==> src/rtl/rmvmm_pkg.sv <==
// Shared constants and types for the running mean, variance, minimum and maximum block.
// No dependencies.
package rmvmm_pkg;

  localparam int unsigned SAMPLE_BITS_DEF = 32;
  localparam int unsigned COUNT_BITS_DEF  = 32;

  localparam int unsigned CMD_W   = 2;
  localparam int unsigned IN_W    = 224;
  localparam int unsigned OUT_W   = 224;
  localparam int unsigned SQ_W    = 64;
  localparam int unsigned ROOT_W  = 40;

  typedef enum logic [CMD_W-1:0] {
    CMD_PUSH  = 2'd0,
    CMD_CLEAR = 2'd1,
    CMD_MERGE = 2'd2,
    CMD_NOP   = 2'd3
  } cmd_e;

endpackage

==> src/rtl/running_mean_variance_min_max.sv <==
// Top level of the running mean, variance, minimum and maximum block.
// Depends on rmvmm_pkg.
//
// One transaction in gives one transaction out. Each item runs on one shared
// iterative datapath: a shift-add multiplier (one operand bit a cycle), a
// restoring divider (one quotient bit a cycle over the full accumulator) and
// a digit-by-digit square root. The accumulator width is
// W = max(2*(SAMPLE_BITS+1) + 2*COUNT_BITS, 64), and
// MB = max(SAMPLE_BITS+1, COUNT_BITS).
// s_axis_tready is high only while the block is idle.
module running_mean_variance_min_max #(
  parameter int unsigned SAMPLE_BITS = rmvmm_pkg::SAMPLE_BITS_DEF,
  parameter int unsigned COUNT_BITS  = rmvmm_pkg::COUNT_BITS_DEF
) (
  input  logic                          clk_i,
  input  logic                          rst_ni,
  input  logic                          s_axis_tvalid,
  output logic                          s_axis_tready,
  // sample, other_count, other_mean, other_sum_sq, other_min, other_max
  input  logic [rmvmm_pkg::IN_W-1:0]    s_axis_tdata,
  // cmd
  input  logic [rmvmm_pkg::CMD_W-1:0]   s_axis_tuser,
  output logic                          m_axis_tvalid,
  input  logic                          m_axis_tready,
  // count_out, mean_out, variance_out, std_dev_out, min_out, max_out
  output logic [rmvmm_pkg::OUT_W-1:0]   m_axis_tdata
);
  import rmvmm_pkg::*;

  localparam int unsigned S    = SAMPLE_BITS;
  localparam int unsigned C    = COUNT_BITS;
  localparam int unsigned WP   = 2 * (S + 1) + 2 * C;
  localparam int unsigned W    = (WP > 64) ? WP : 64;
  localparam int unsigned MB   = (S + 1 > C) ? S + 1 : C;
  localparam int unsigned DV   = C + 1;
  localparam int unsigned CW   = $clog2(W + 1);
  localparam logic [63:0] SMAX = (64'd1 << (S - 1)) - 64'd1;
  localparam logic [63:0] SMIN = ~SMAX;
  localparam logic [63:0] CMAX = (64'd1 << C) - 64'd1;

  typedef enum logic [3:0] {
    ST_IDLE, ST_PDIV, ST_PMUL1, ST_PMUL2, ST_MMUL1, ST_MDIV1, ST_MMUL2,
    ST_MMUL3, ST_MMUL4, ST_MDIV2, ST_VAR, ST_VDIV, ST_SQRT, ST_OUT
  } state_e;

  state_e             state_q;
  logic [CW-1:0]      it_q;
  logic [W-1:0]       acc_q, ma_q;
  logic [MB-1:0]      mb_q;
  logic [DV-1:0]      dv_q;
  logic [DV-1:0]      rem_q;
  logic [C-1:0]       cnt_q, n_q, c2_q;
  logic [DV-1:0]      tot_q;
  logic [S-1:0]       mean_q, min_q, max_q;
  logic [63:0]        ssd_q, osum_q, var_q;
  logic               neg_q;
  logic [S:0]         m_q;
  logic [79:0]        src_q;
  logic [ROOT_W+1:0]  srem_q;
  logic [ROOT_W-1:0]  root_q;
  logic               out_valid_q;
  logic [OUT_W-1:0]   out_q;

  function automatic logic [S-1:0] clamp_s(input logic [31:0] v);
    logic [63:0] e;
    e = {{32{v[31]}}, v};
    if ($signed(e) > $signed(SMAX)) e = SMAX;
    if ($signed(e) < $signed(SMIN)) e = SMIN;
    return e[S-1:0];
  endfunction

  function automatic logic [63:0] sat_add(input logic [63:0] a, input logic [63:0] b);
    logic [64:0] s;
    s = {1'b0, a} + {1'b0, b};
    return s[64] ? '1 : s[63:0];
  endfunction

  function automatic logic [63:0] shr16_sat(input logic [W-1:0] a);
    logic [W-1:0] sh;
    logic [W-1:0] hi;
    sh = a >> 16;
    hi = a >> 80;
    return (hi != '0) ? '1 : sh[63:0];
  endfunction

  // Shared multiply step
  logic [W-1:0] mul_nx;
  assign mul_nx = (acc_q << 1) + (mb_q[MB-1] ? ma_q : '0);

  // Shared divide step
  logic [DV:0]   dr;
  logic          dge;
  logic [DV:0]   dsub;
  assign dr   = {rem_q, acc_q[W-1]};
  assign dge  = dr >= {1'b0, dv_q};
  assign dsub = dr - {1'b0, dv_q};

  // Square root step
  logic [ROOT_W+3:0] sr2, strial, sdiff;
  logic              sge;
  assign sr2    = {srem_q, src_q[79:78]};
  assign strial = {2'b00, root_q, 2'b01};
  assign sge    = sr2 >= strial;
  assign sdiff  = sr2 - strial;

  // Input item decode
  logic [S-1:0]  x_in, om_in, omin_in, omax_in, xs;
  logic [C-1:0]  c2_in;
  logic [63:0]   c2_e;
  logic [DV-1:0] tot_in;
  logic [S:0]    d_in, m_in;
  logic [C-1:0]  n_in;
  cmd_e          cmd_in;

  assign cmd_in  = cmd_e'(s_axis_tuser);
  assign x_in    = clamp_s(s_axis_tdata[31:0]);
  assign om_in   = clamp_s(s_axis_tdata[95:64]);
  assign omin_in = clamp_s(s_axis_tdata[191:160]);
  assign omax_in = clamp_s(s_axis_tdata[223:192]);
  assign c2_e    = ({32'd0, s_axis_tdata[63:32]} > CMAX) ? CMAX : {32'd0, s_axis_tdata[63:32]};
  assign c2_in   = c2_e[C-1:0];
  assign tot_in  = {1'b0, cnt_q} + {1'b0, c2_in};
  assign xs      = (cmd_in == CMD_PUSH) ? x_in : om_in;
  assign d_in    = {xs[S-1], xs} - {mean_q[S-1], mean_q};
  assign m_in    = d_in[S] ? (~d_in + 1'b1) : d_in;
  assign n_in    = ({32'd0, cnt_q} < CMAX) ? cnt_q + 1'b1 : cnt_q;

  // Mean update with quotient from the accumulator
  logic [S:0] q_w, mean_nx;
  assign q_w     = acc_q[S:0];
  assign mean_nx = {mean_q[S-1], mean_q} + (neg_q ? (~q_w + 1'b1) : q_w);

  logic [DV-1:0] tot_sat;
  assign tot_sat = ({1'b0, tot_q} > {1'b0, CMAX[DV-1:0]}) ? {1'b0, CMAX[C-1:0]} : tot_q;

  // Output formatting
  logic [63:0] cnt_e, mean_e, min_e, max_e;
  logic [31:0] std_w;
  assign cnt_e  = {{(64-C){1'b0}}, cnt_q};
  assign mean_e = {{(64-S){mean_q[S-1]}}, mean_q};
  assign min_e  = {{(64-S){min_q[S-1]}}, min_q};
  assign max_e  = {{(64-S){max_q[S-1]}}, max_q};
  assign std_w  = (root_q > {{(ROOT_W-32){1'b0}}, 32'hFFFF_FFFF}) ? '1 : root_q[31:0];

  assign s_axis_tready = (state_q == ST_IDLE);
  assign m_axis_tvalid = out_valid_q;
  assign m_axis_tdata  = out_q;

  always_ff @(posedge clk_i or negedge rst_ni) begin
    if (!rst_ni) begin
      state_q     <= ST_IDLE;
      it_q        <= '0;
      out_valid_q <= 1'b0;
      cnt_q       <= '0;
      mean_q      <= '0;
      ssd_q       <= '0;
      min_q       <= SMAX[S-1:0];
      max_q       <= SMIN[S-1:0];
    end else begin
      if (out_valid_q && m_axis_tready && state_q != ST_OUT) out_valid_q <= 1'b0;
      unique case (state_q)
        ST_IDLE: begin
          if (s_axis_tvalid) begin
            neg_q  <= d_in[S];
            m_q    <= m_in;
            c2_q   <= c2_in;
            tot_q  <= tot_in;
            osum_q <= s_axis_tdata[159:96];
            unique case (cmd_in)
              CMD_PUSH: begin
                if ($signed(x_in) < $signed(min_q)) min_q <= x_in;
                if ($signed(x_in) > $signed(max_q)) max_q <= x_in;
                n_q     <= n_in;
                acc_q   <= {{(W-S-1){1'b0}}, m_in};
                dv_q    <= {1'b0, n_in};
                rem_q   <= '0;
                it_q    <= CW'(W);
                state_q <= ST_PDIV;
              end
              CMD_CLEAR: begin
                cnt_q   <= '0;
                mean_q  <= '0;
                ssd_q   <= '0;
                min_q   <= SMAX[S-1:0];
                max_q   <= SMIN[S-1:0];
                state_q <= ST_VAR;
              end
              CMD_MERGE: begin
                if (tot_in == '0) begin
                  cnt_q   <= '0;
                  mean_q  <= '0;
                  ssd_q   <= '0;
                  min_q   <= SMAX[S-1:0];
                  max_q   <= SMIN[S-1:0];
                  state_q <= ST_VAR;
                end else begin
                  if ($signed(omin_in) < $signed(min_q)) min_q <= omin_in;
                  if ($signed(omax_in) > $signed(max_q)) max_q <= omax_in;
                  ma_q    <= {{(W-S-1){1'b0}}, m_in};
                  mb_q    <= {{(MB-C){1'b0}}, c2_in};
                  acc_q   <= '0;
                  it_q    <= CW'(MB);
                  state_q <= ST_MMUL1;
                end
              end
              CMD_NOP: state_q <= ST_VAR;
              default: state_q <= ST_VAR;
            endcase
          end
        end
        ST_PMUL1, ST_PMUL2, ST_MMUL1, ST_MMUL2, ST_MMUL3, ST_MMUL4: begin
          if (it_q != '0) begin
            acc_q <= mul_nx;
            mb_q  <= mb_q << 1;
            it_q  <= it_q - 1'b1;
          end else begin
            priority case (state_q)
              ST_PMUL1: begin
                ma_q    <= acc_q;
                mb_q    <= {{(MB-C){1'b0}}, cnt_q};
                acc_q   <= '0;
                it_q    <= CW'(MB);
                state_q <= ST_PMUL2;
              end
              ST_PMUL2: begin
                ssd_q   <= sat_add(ssd_q, shr16_sat(acc_q));
                cnt_q   <= n_q;
                state_q <= ST_VAR;
              end
              ST_MMUL1: begin
                rem_q   <= '0;
                dv_q    <= tot_q;
                it_q    <= CW'(W);
                state_q <= ST_MDIV1;
              end
              ST_MMUL2: begin
                ma_q    <= acc_q;
                mb_q    <= {{(MB-C){1'b0}}, cnt_q};
                acc_q   <= '0;
                it_q    <= CW'(MB);
                state_q <= ST_MMUL3;
              end
              ST_MMUL3: begin
                ma_q    <= acc_q;
                mb_q    <= {{(MB-C){1'b0}}, c2_q};
                acc_q   <= '0;
                it_q    <= CW'(MB);
                state_q <= ST_MMUL4;
              end
              default: begin
                rem_q   <= '0;
                dv_q    <= tot_q;
                it_q    <= CW'(W);
                state_q <= ST_MDIV2;
              end
            endcase
          end
        end
        ST_PDIV, ST_MDIV1, ST_MDIV2, ST_VDIV: begin
          if (it_q != '0) begin
            rem_q <= dge ? dsub[DV-1:0] : dr[DV-1:0];
            acc_q <= {acc_q[W-2:0], dge};
            it_q  <= it_q - 1'b1;
          end else begin
            priority case (state_q)
              ST_PDIV: begin
                mean_q  <= mean_nx[S-1:0];
                ma_q    <= {{(W-S-1){1'b0}}, m_q};
                mb_q    <= MB'(q_w);
                acc_q   <= '0;
                it_q    <= CW'(MB);
                state_q <= ST_PMUL1;
              end
              ST_MDIV1: begin
                mean_q  <= mean_nx[S-1:0];
                ma_q    <= {{(W-S-1){1'b0}}, m_q};
                mb_q    <= MB'(m_q);
                acc_q   <= '0;
                it_q    <= CW'(MB);
                state_q <= ST_MMUL2;
              end
              ST_MDIV2: begin
                ssd_q   <= sat_add(sat_add(ssd_q, osum_q), shr16_sat(acc_q));
                cnt_q   <= tot_sat[C-1:0];
                state_q <= ST_VAR;
              end
              default: begin
                var_q   <= acc_q[63:0];
                src_q   <= {acc_q[63:0], 16'd0};
                srem_q  <= '0;
                root_q  <= '0;
                it_q    <= CW'(ROOT_W);
                state_q <= ST_SQRT;
              end
            endcase
          end
        end
        ST_VAR: begin
          if (cnt_q > C'(1)) begin
            acc_q   <= {{(W-64){1'b0}}, ssd_q};
            dv_q    <= {1'b0, cnt_q - 1'b1};
            rem_q   <= '0;
            it_q    <= CW'(W);
            state_q <= ST_VDIV;
          end else begin
            var_q   <= '0;
            src_q   <= '0;
            srem_q  <= '0;
            root_q  <= '0;
            it_q    <= CW'(ROOT_W);
            state_q <= ST_SQRT;
          end
        end
        ST_SQRT: begin
          if (it_q != '0) begin
            srem_q <= sge ? sdiff[ROOT_W+1:0] : sr2[ROOT_W+1:0];
            root_q <= {root_q[ROOT_W-2:0], sge};
            src_q  <= src_q << 2;
            it_q   <= it_q - 1'b1;
          end else begin
            state_q <= ST_OUT;
          end
        end
        ST_OUT: begin
          if (!out_valid_q || m_axis_tready) begin
            out_q       <= {max_e[31:0], min_e[31:0], std_w, var_q, mean_e[31:0],
                            cnt_e[31:0]};
            out_valid_q <= 1'b1;
            state_q     <= ST_IDLE;
          end
        end
        default: state_q <= ST_IDLE;
      endcase
    end
  end

endmodule
==> config.mk <==
export PLATFORM = sky130hd
export DESIGN_NAME = running_mean_variance_min_max
export DESIGN_NICKNAME = d
export VERILOG_FILES = /design/src/rtl/rmvmm_pkg.sv /design/src/rtl/running_mean_variance_min_max.sv
export SDC_FILE = /design/constraint.sdc
export NUM_CORES = 2
export LEC_CHECK = 0
export ABC_CLOCK_PERIOD_IN_PS = 15900
export BUFFER_PORTS_ARGS = -buffer_cell sky130_fd_sc_hd__buf_2
export CELL_PAD_IN_SITES_DETAIL_PLACEMENT = 1
export CELL_PAD_IN_SITES_GLOBAL_PLACEMENT = 1
export CORE_MARGIN = 2
export CORE_UTILIZATION = 44
export CTS_CLUSTER_DIAMETER = 30
export CTS_CLUSTER_SIZE = 30
export DETAILED_ROUTE_END_ITERATION = 8
export PLACE_DENSITY_LB_ADDON = 0.1
export SLEW_MARGIN = 30
export SYNTH_ARGS = -nofsm -noshare
export SYNTH_HDL_FRONTEND = slang
export SYNTH_SLANG_ARGS = --single-unit
==> constraint.sdc <==
create_clock -name clk_i -period 15.9 [get_ports clk_i]
set_clock_uncertainty 0.05 [all_clocks]
set_input_delay 2.385 -clock clk_i [delete_from_list [all_inputs] [get_ports clk_i]]
set_output_delay 2.385 -clock clk_i [all_outputs]
set_load 0.01 [all_outputs]
After elaboration in Yosys (flattened, before gate mapping)
Index checks and enable logic that the tools add are counted.

word-level totals
  output and inout port bits = 226
  input bits = 230
  register bits = 1,209
  logic and storage cells = 277

operators by class
  add/sub/neg operators = 14
  $lt $le $gt $ge = 18
  eq/ne operators = 49
  bitwise operators = 2
  multiplexer cells = 128
  reductions and logical operators = 41

operators by type and width
  operator                                                      number
  two-way mux 130 bit                                           15
  two-way mux 64 bit                                            17
  two-way mux 32 bit                                            22
  two-way mux 33 bit                                            18
  one-hot mux 130 bit (4 select lines)                          1
  one-hot mux 130 bit (3 select lines)                          1
  two-way mux 80 bit                                            4
  one-hot mux 32 bit (3 select lines)                           3
  one-hot mux 130 bit (2 select lines)                          1
  less-than comparator 64 x 32 -> 1 bit, second input constant  4
  one-hot mux 64 bit (2 select lines)                           2
  one-hot mux 80 bit (3 select lines)                           1
  two-way mux 42 bit                                            5
  one-hot mux 33 bit (3 select lines)                           2
  adder 64 x 64 -> 65 bit                                       3
  one-hot mux 64 bit (3 select lines)                           1
  two-way mux 40 bit                                            4
  one-hot mux 33 bit (2 select lines)                           2
  one-hot mux 33 bit (4 select lines)                           1
  adder 130 bit                                                 1
  nonzero test 130 bit                                          1
  greater-than comparator 32 bit, second input constant         4
  one-hot mux 32 bit (2 select lines)                           2
  one-hot mux 42 bit (3 select lines)                           1
  other kinds (62)                                              136

Depth between registers and ports, before layout
  depth after elaboration = 13
  depth in mapped cells = 31
  mapped depth without buffers = 28

Worst setup path before layout
No wires, ideal clock.

  path type = input -> register
  from = in m_axis_tready
  to = reg out_q[0] (netlist: m_axis_tdata[0]) (enable)
  library setup time = 1.083 ns
  cell stages on the path = 3
  required time = 14.767 ns
  path buffers = 0
  setup slack = -2.846 ns
  arrival time = 17.614 ns
  cell sequence = nand2b_1 nand2_1 nor3_1

on the way
  cells in the longest elaborated chain, start to end = 2

ends and longest elaborated chain
  what                           line                                  RTL
  start: declaration             running_mean_variance_min_max.sv:24   input logic m_axis_tready,
  logical OR 1 bit               running_mean_variance_min_max.sv:325  if (!out_valid_q || m_axis_tready) begin
  AND reduction 3 bit (no line)  --
  end signal: assignment         running_mean_variance_min_max.sv:326  out_q <= {max_e[31:0], min_e[31:0], std_w, var_q, mean_e[31:0],
  end: declaration               running_mean_variance_min_max.sv:62   logic [OUT_W-1:0] out_q;

Every way passes these cells.
A chain may end at the register's enable or synchronous reset.

Worst setup path after layout
  from = reg ssd_q[0]
  to = reg ssd_q[8]

on the way
  cells in the longest elaborated chain, start to end = 7
  elaborated cells between the ends (all ways) = 11
  classes of those cells = 3 x add/sub; 8 x mux

ends and longest elaborated chain
  what                                   line                                  RTL
  start: declaration                     running_mean_variance_min_max.sv:55   logic [63:0] ssd_q, osum_q, var_q;
  start signal: assignment               running_mean_variance_min_max.sv:226  ssd_q <= sat_add(ssd_q, shr16_sat(acc_q));
  start signal: assignment               running_mean_variance_min_max.sv:283  ssd_q <= sat_add(sat_add(ssd_q, osum_q), shr16_sat(acc_q));
  adder 64 x 64 -> 65 bit                running_mean_variance_min_max.sv:74   s = {1'b0, a} + {1'b0, b};
  two-way mux 64 bit                     running_mean_variance_min_max.sv:75   return s[64] ? '1 : s[63:0];
  adder 64 x 64 -> 65 bit                running_mean_variance_min_max.sv:74
  two-way mux 64 bit                     running_mean_variance_min_max.sv:75
  two-way mux 64 bit                     running_mean_variance_min_max.sv:265  priority case (state_q)
  two-way mux 64 bit                     running_mean_variance_min_max.sv:260  if (it_q != '0) begin
  one-hot mux 64 bit (3 select lines) *  running_mean_variance_min_max.sv:161  unique case (state_q)

Every way passes the cells marked *; elsewhere a longest branch is shown, timed or not. The select of a mux whose other input is x is not followed.

==> results.yml <==
run_status:
  status: "finished clean"
grt:
  grt_pass1_wl_um: 459000
  grt-ovfl-total: 0
  antenna_found_initial: 33
  grt_max_degree: 131
  grtUsageTotal_pct: 30.8
  grt_pass1_vias: 73100
logic_synthesis:
  synth_area_leaders: "edfxtp_1 36%, ha_1 9.4%, dfrtp_1 5.2%"
  syn_inst: 8704
  synth-async-reset-ratio_pct: 17.2
  synth_seq_area_share_pct: 41.8
  synth_commonest_cells: "988 x edfxtp_1, 700 x o21ai_0, 667 x a21oi_1"
  yosys_register_bits: 1193
  synth_top_area_share_pct: 35.6
  synth_edf_count: 988
  yosysTopAreaCell: "edfxtp_1"
  yosysMostFrequentCell: "edfxtp_1"
  postSynthAreaPerCell_um2: 9.58
  syn_area_um2: 83400
  synth_flop_cell: "edfxtp_1"
  synth_cell_type_count: 97
  synth_fp_nets: 9568
  synth_warnings: 0
place:
  place_ws_ns: 6.98
  place_area_um2: 87600
  gp_congestion: 0.943
  dp_hpwl_um: 225000
  port_buffers: 455
sta:
  drv_slew: 0
  fin_crit_sh_pct: 56.1
  hold_violations: 0
  fmax_ghz: 0.112
  worstMarginPinSlew_ns: 1.01
  slew_headroom_pct: 31.7
  setup_ws_ns: 6.98
  fin_crit_ns: 8.92
  rsz0062_at_grt: "false"
  finalSetupTns_ns: 0
  setup_viol_count_final: 0
min_path:
  holdPathStages: 0
  hold_end: "m_axis_tdata[84]$_DFFE_PP_"
  hp-start: "var_q[20]$_SDFFCE_PP0P_"
  hold_path.class: "flop to flop"
floorplanning:
  fp.dieW_um: 439
  fp.coreArea_um2: 188000
  fp-row-count: 159
  initial_core_util_pct: 44.3
  io_pins: 456
  die_h_um: 439
  dieArea_um2: 193000
detailed_routing:
  drt_iter0_drc: 5848
  ant_nets: 0
  wl_um: 305000
  vias: 71500
  via_per_inst: 6.08
  first_pass_iters: 8
  post-route-drc-count: 0
  routedWlPerCell_um: 25.9
critical_path:
  critPathCaptureType: "flop"
  r2r_end: "ssd_q[8]$_DFFE_PN0P_"
  cp.required_ns: 16.65
  cp-start-kind: "flop"
  ff2ff_path_depth: 29
  worstSetupPathType: "flop to flop"
  critPathSlowestCell: "buf_4"
  reg2reg_from: "ssd_q[0]$_DFFE_PN0P_"
  cpPeakStageDelay_ns: 0.51
  worstPathArrival_ns: 9.67
  ff2ff_setup_slack_ns: 6.98
  cp_max_fo: 64
cells_and_area:
  layout.nets: 9878
  design_area_um2: 98100
  drive_above_1_share_pct: 13.6
  syn2layout_area_growth_pct: 17.7
clocking:
  cts_htree_levels: 5
  cts_buffers: 317
  postCtsResizedCells: 0
  clockBufferDepth: 4
  cts_root_buf: "clkbuf_16"
  clkSlewWorstSetupHoldPaths_ns: 0.05
  cts.sinks: 1193
  cts_hold_buffers: 0
  cts_tree: "built"
  post_cts_buffers: 0
  insertion_delay_ns: 0.94
job:
  drv_cap: 0
power_and_ir_drop:
  p_per_area_nw_per_um2: 245
  max-vdd-ir-drop_mv: 0.131
  p_leak_uw: 0.0399
## kinds of logic (layout without fill, tap and decap cells)
kind of cell,count (synthesis),in the layout,share of synthesized area [%]
fa+ha+maj,635,635,9.60
compound gates,2661,2661,20.4
simple gates,2458,2458,14.7
mux,292,292,3.65
xor+xnor,543,543,5.71
buf+inv,922,1468,4.24
other cells,0,24,0
flops,1193,1193,41.8
## where the power goes
part	switching (uW)	internal [uW]	total, uW
clock	1960	4280	6240
sequential	1030	4690	5730
combinational	7640	4390	12000
## stage by stage
step | utilization, % | power (uW) | hold WS [ns] | cells
2_1_floorplan | - | 13600 | 0.350 | 8704
3_3_place_gp | 46.6 | 17100 | 0.353 | 11200
3_5_place_dp | 46.6 | 17400 | 0.356 | 11200
4_1_cts | 52.1 | 23900 | 0.360 | 11700
5_1_grt | 52.2 | 25400 | 0.366 | 11800
6_report | 52.2 | 24000 | 0.363 | 11800
## worst max-delay path by stage
stage	slack (ns)	end	cells after the start	startpoint
4_1_cts	6.93	ssd_q[12]$_DFFE_PN0P_	29	ssd_q[0]$_DFFE_PN0P_
3_5_place_dp	6.98	ssd_q[39]$_DFFE_PN0P_	29	ssd_q[0]$_DFFE_PN0P_
3_3_place_gp	7.29	ssd_q[14]$_DFFE_PN0P_	29	ssd_q[0]$_DFFE_PN0P_
6_report	6.98	ssd_q[8]$_DFFE_PN0P_	29	ssd_q[0]$_DFFE_PN0P_
2_1_floorplan	1.18	ma_q[0]$_DFFE_PP_	15	s_axis_tdata[32]
5_1_grt	6.27	ssd_q[3]$_DFFE_PN0P_	29	ssd_q[0]$_DFFE_PN0P_
## worst max-delay path, delay by kind of cell (launching register included)
kind	cells	cell delay [ns]
flip-flops	1	0.42
AO/OA/AOI/OAI	22	5.67
adder cells (fa/ha/maj)	3	1.07
AND/OR/NAND/NOR	2	0.46
buffers and inverters	2	1.01
## cell usage in the layout, fill, tap and decap left out, types with 122 or more instances in the layout
cell       netlist  final
buf_2           11    454
edfxtp_1       988    988
ha_1           626    624
xnor2_1        331    331
nand3_1        163    162
nor3_1         127    122
o21ai_0        700    699
a21oi_1        667    663
nand4_1        142    142
xor2_1         212    212
inv_1          362    362
and2_1         319    319
a31oi_1        136    136
a21o_1         356    356
mux2i_1        196    196
nand2b_1       137    136
clkbuf_16        0    320
nand2_1        622    620
nor2_1         576    566
dfrtp_1        173    173
## final cells by class
| cell class | count | area, um2 |
|---|---|---|
| Timing Repair Buffer | 550 | 3110 |
| Clock inverter | 177 | 1960 |
| Fill cell | 20800 | 89900 |
| Multi-Input combinational cell | 6589 | 45300 |
| Inverter | 363 | 1360 |
| Antenna cell | 24 | 60.1 |
| Clock buffer | 378 | 8380 |
| Tap cell | 2495 | 3120 |
| Sequential cell | 1193 | 34800 |
## sequential cells by signal (all words and copies together), names as in the netlist, 40 cells and up
signal,flops
root_q,40
acc_q,130
srem_q,42
src_q,64
var_q,64
ssd_q,64
ma_q,130
osum_q,64
m_axis_tdata,224
## per-layer routing
metal | global-route usage [%] | wire length [um] | vias up
met5 | 0 | 46 | -
met4 | 11.0 | 10700 | 8
met3 | 3.93 | 18900 | 523
met2 | 48.6 | 138000 | 2234
met1 | 43.3 | 137000 | 35800
li1 | - | - | 32900
Note: power is estimated with default switching activity, not from simulation.
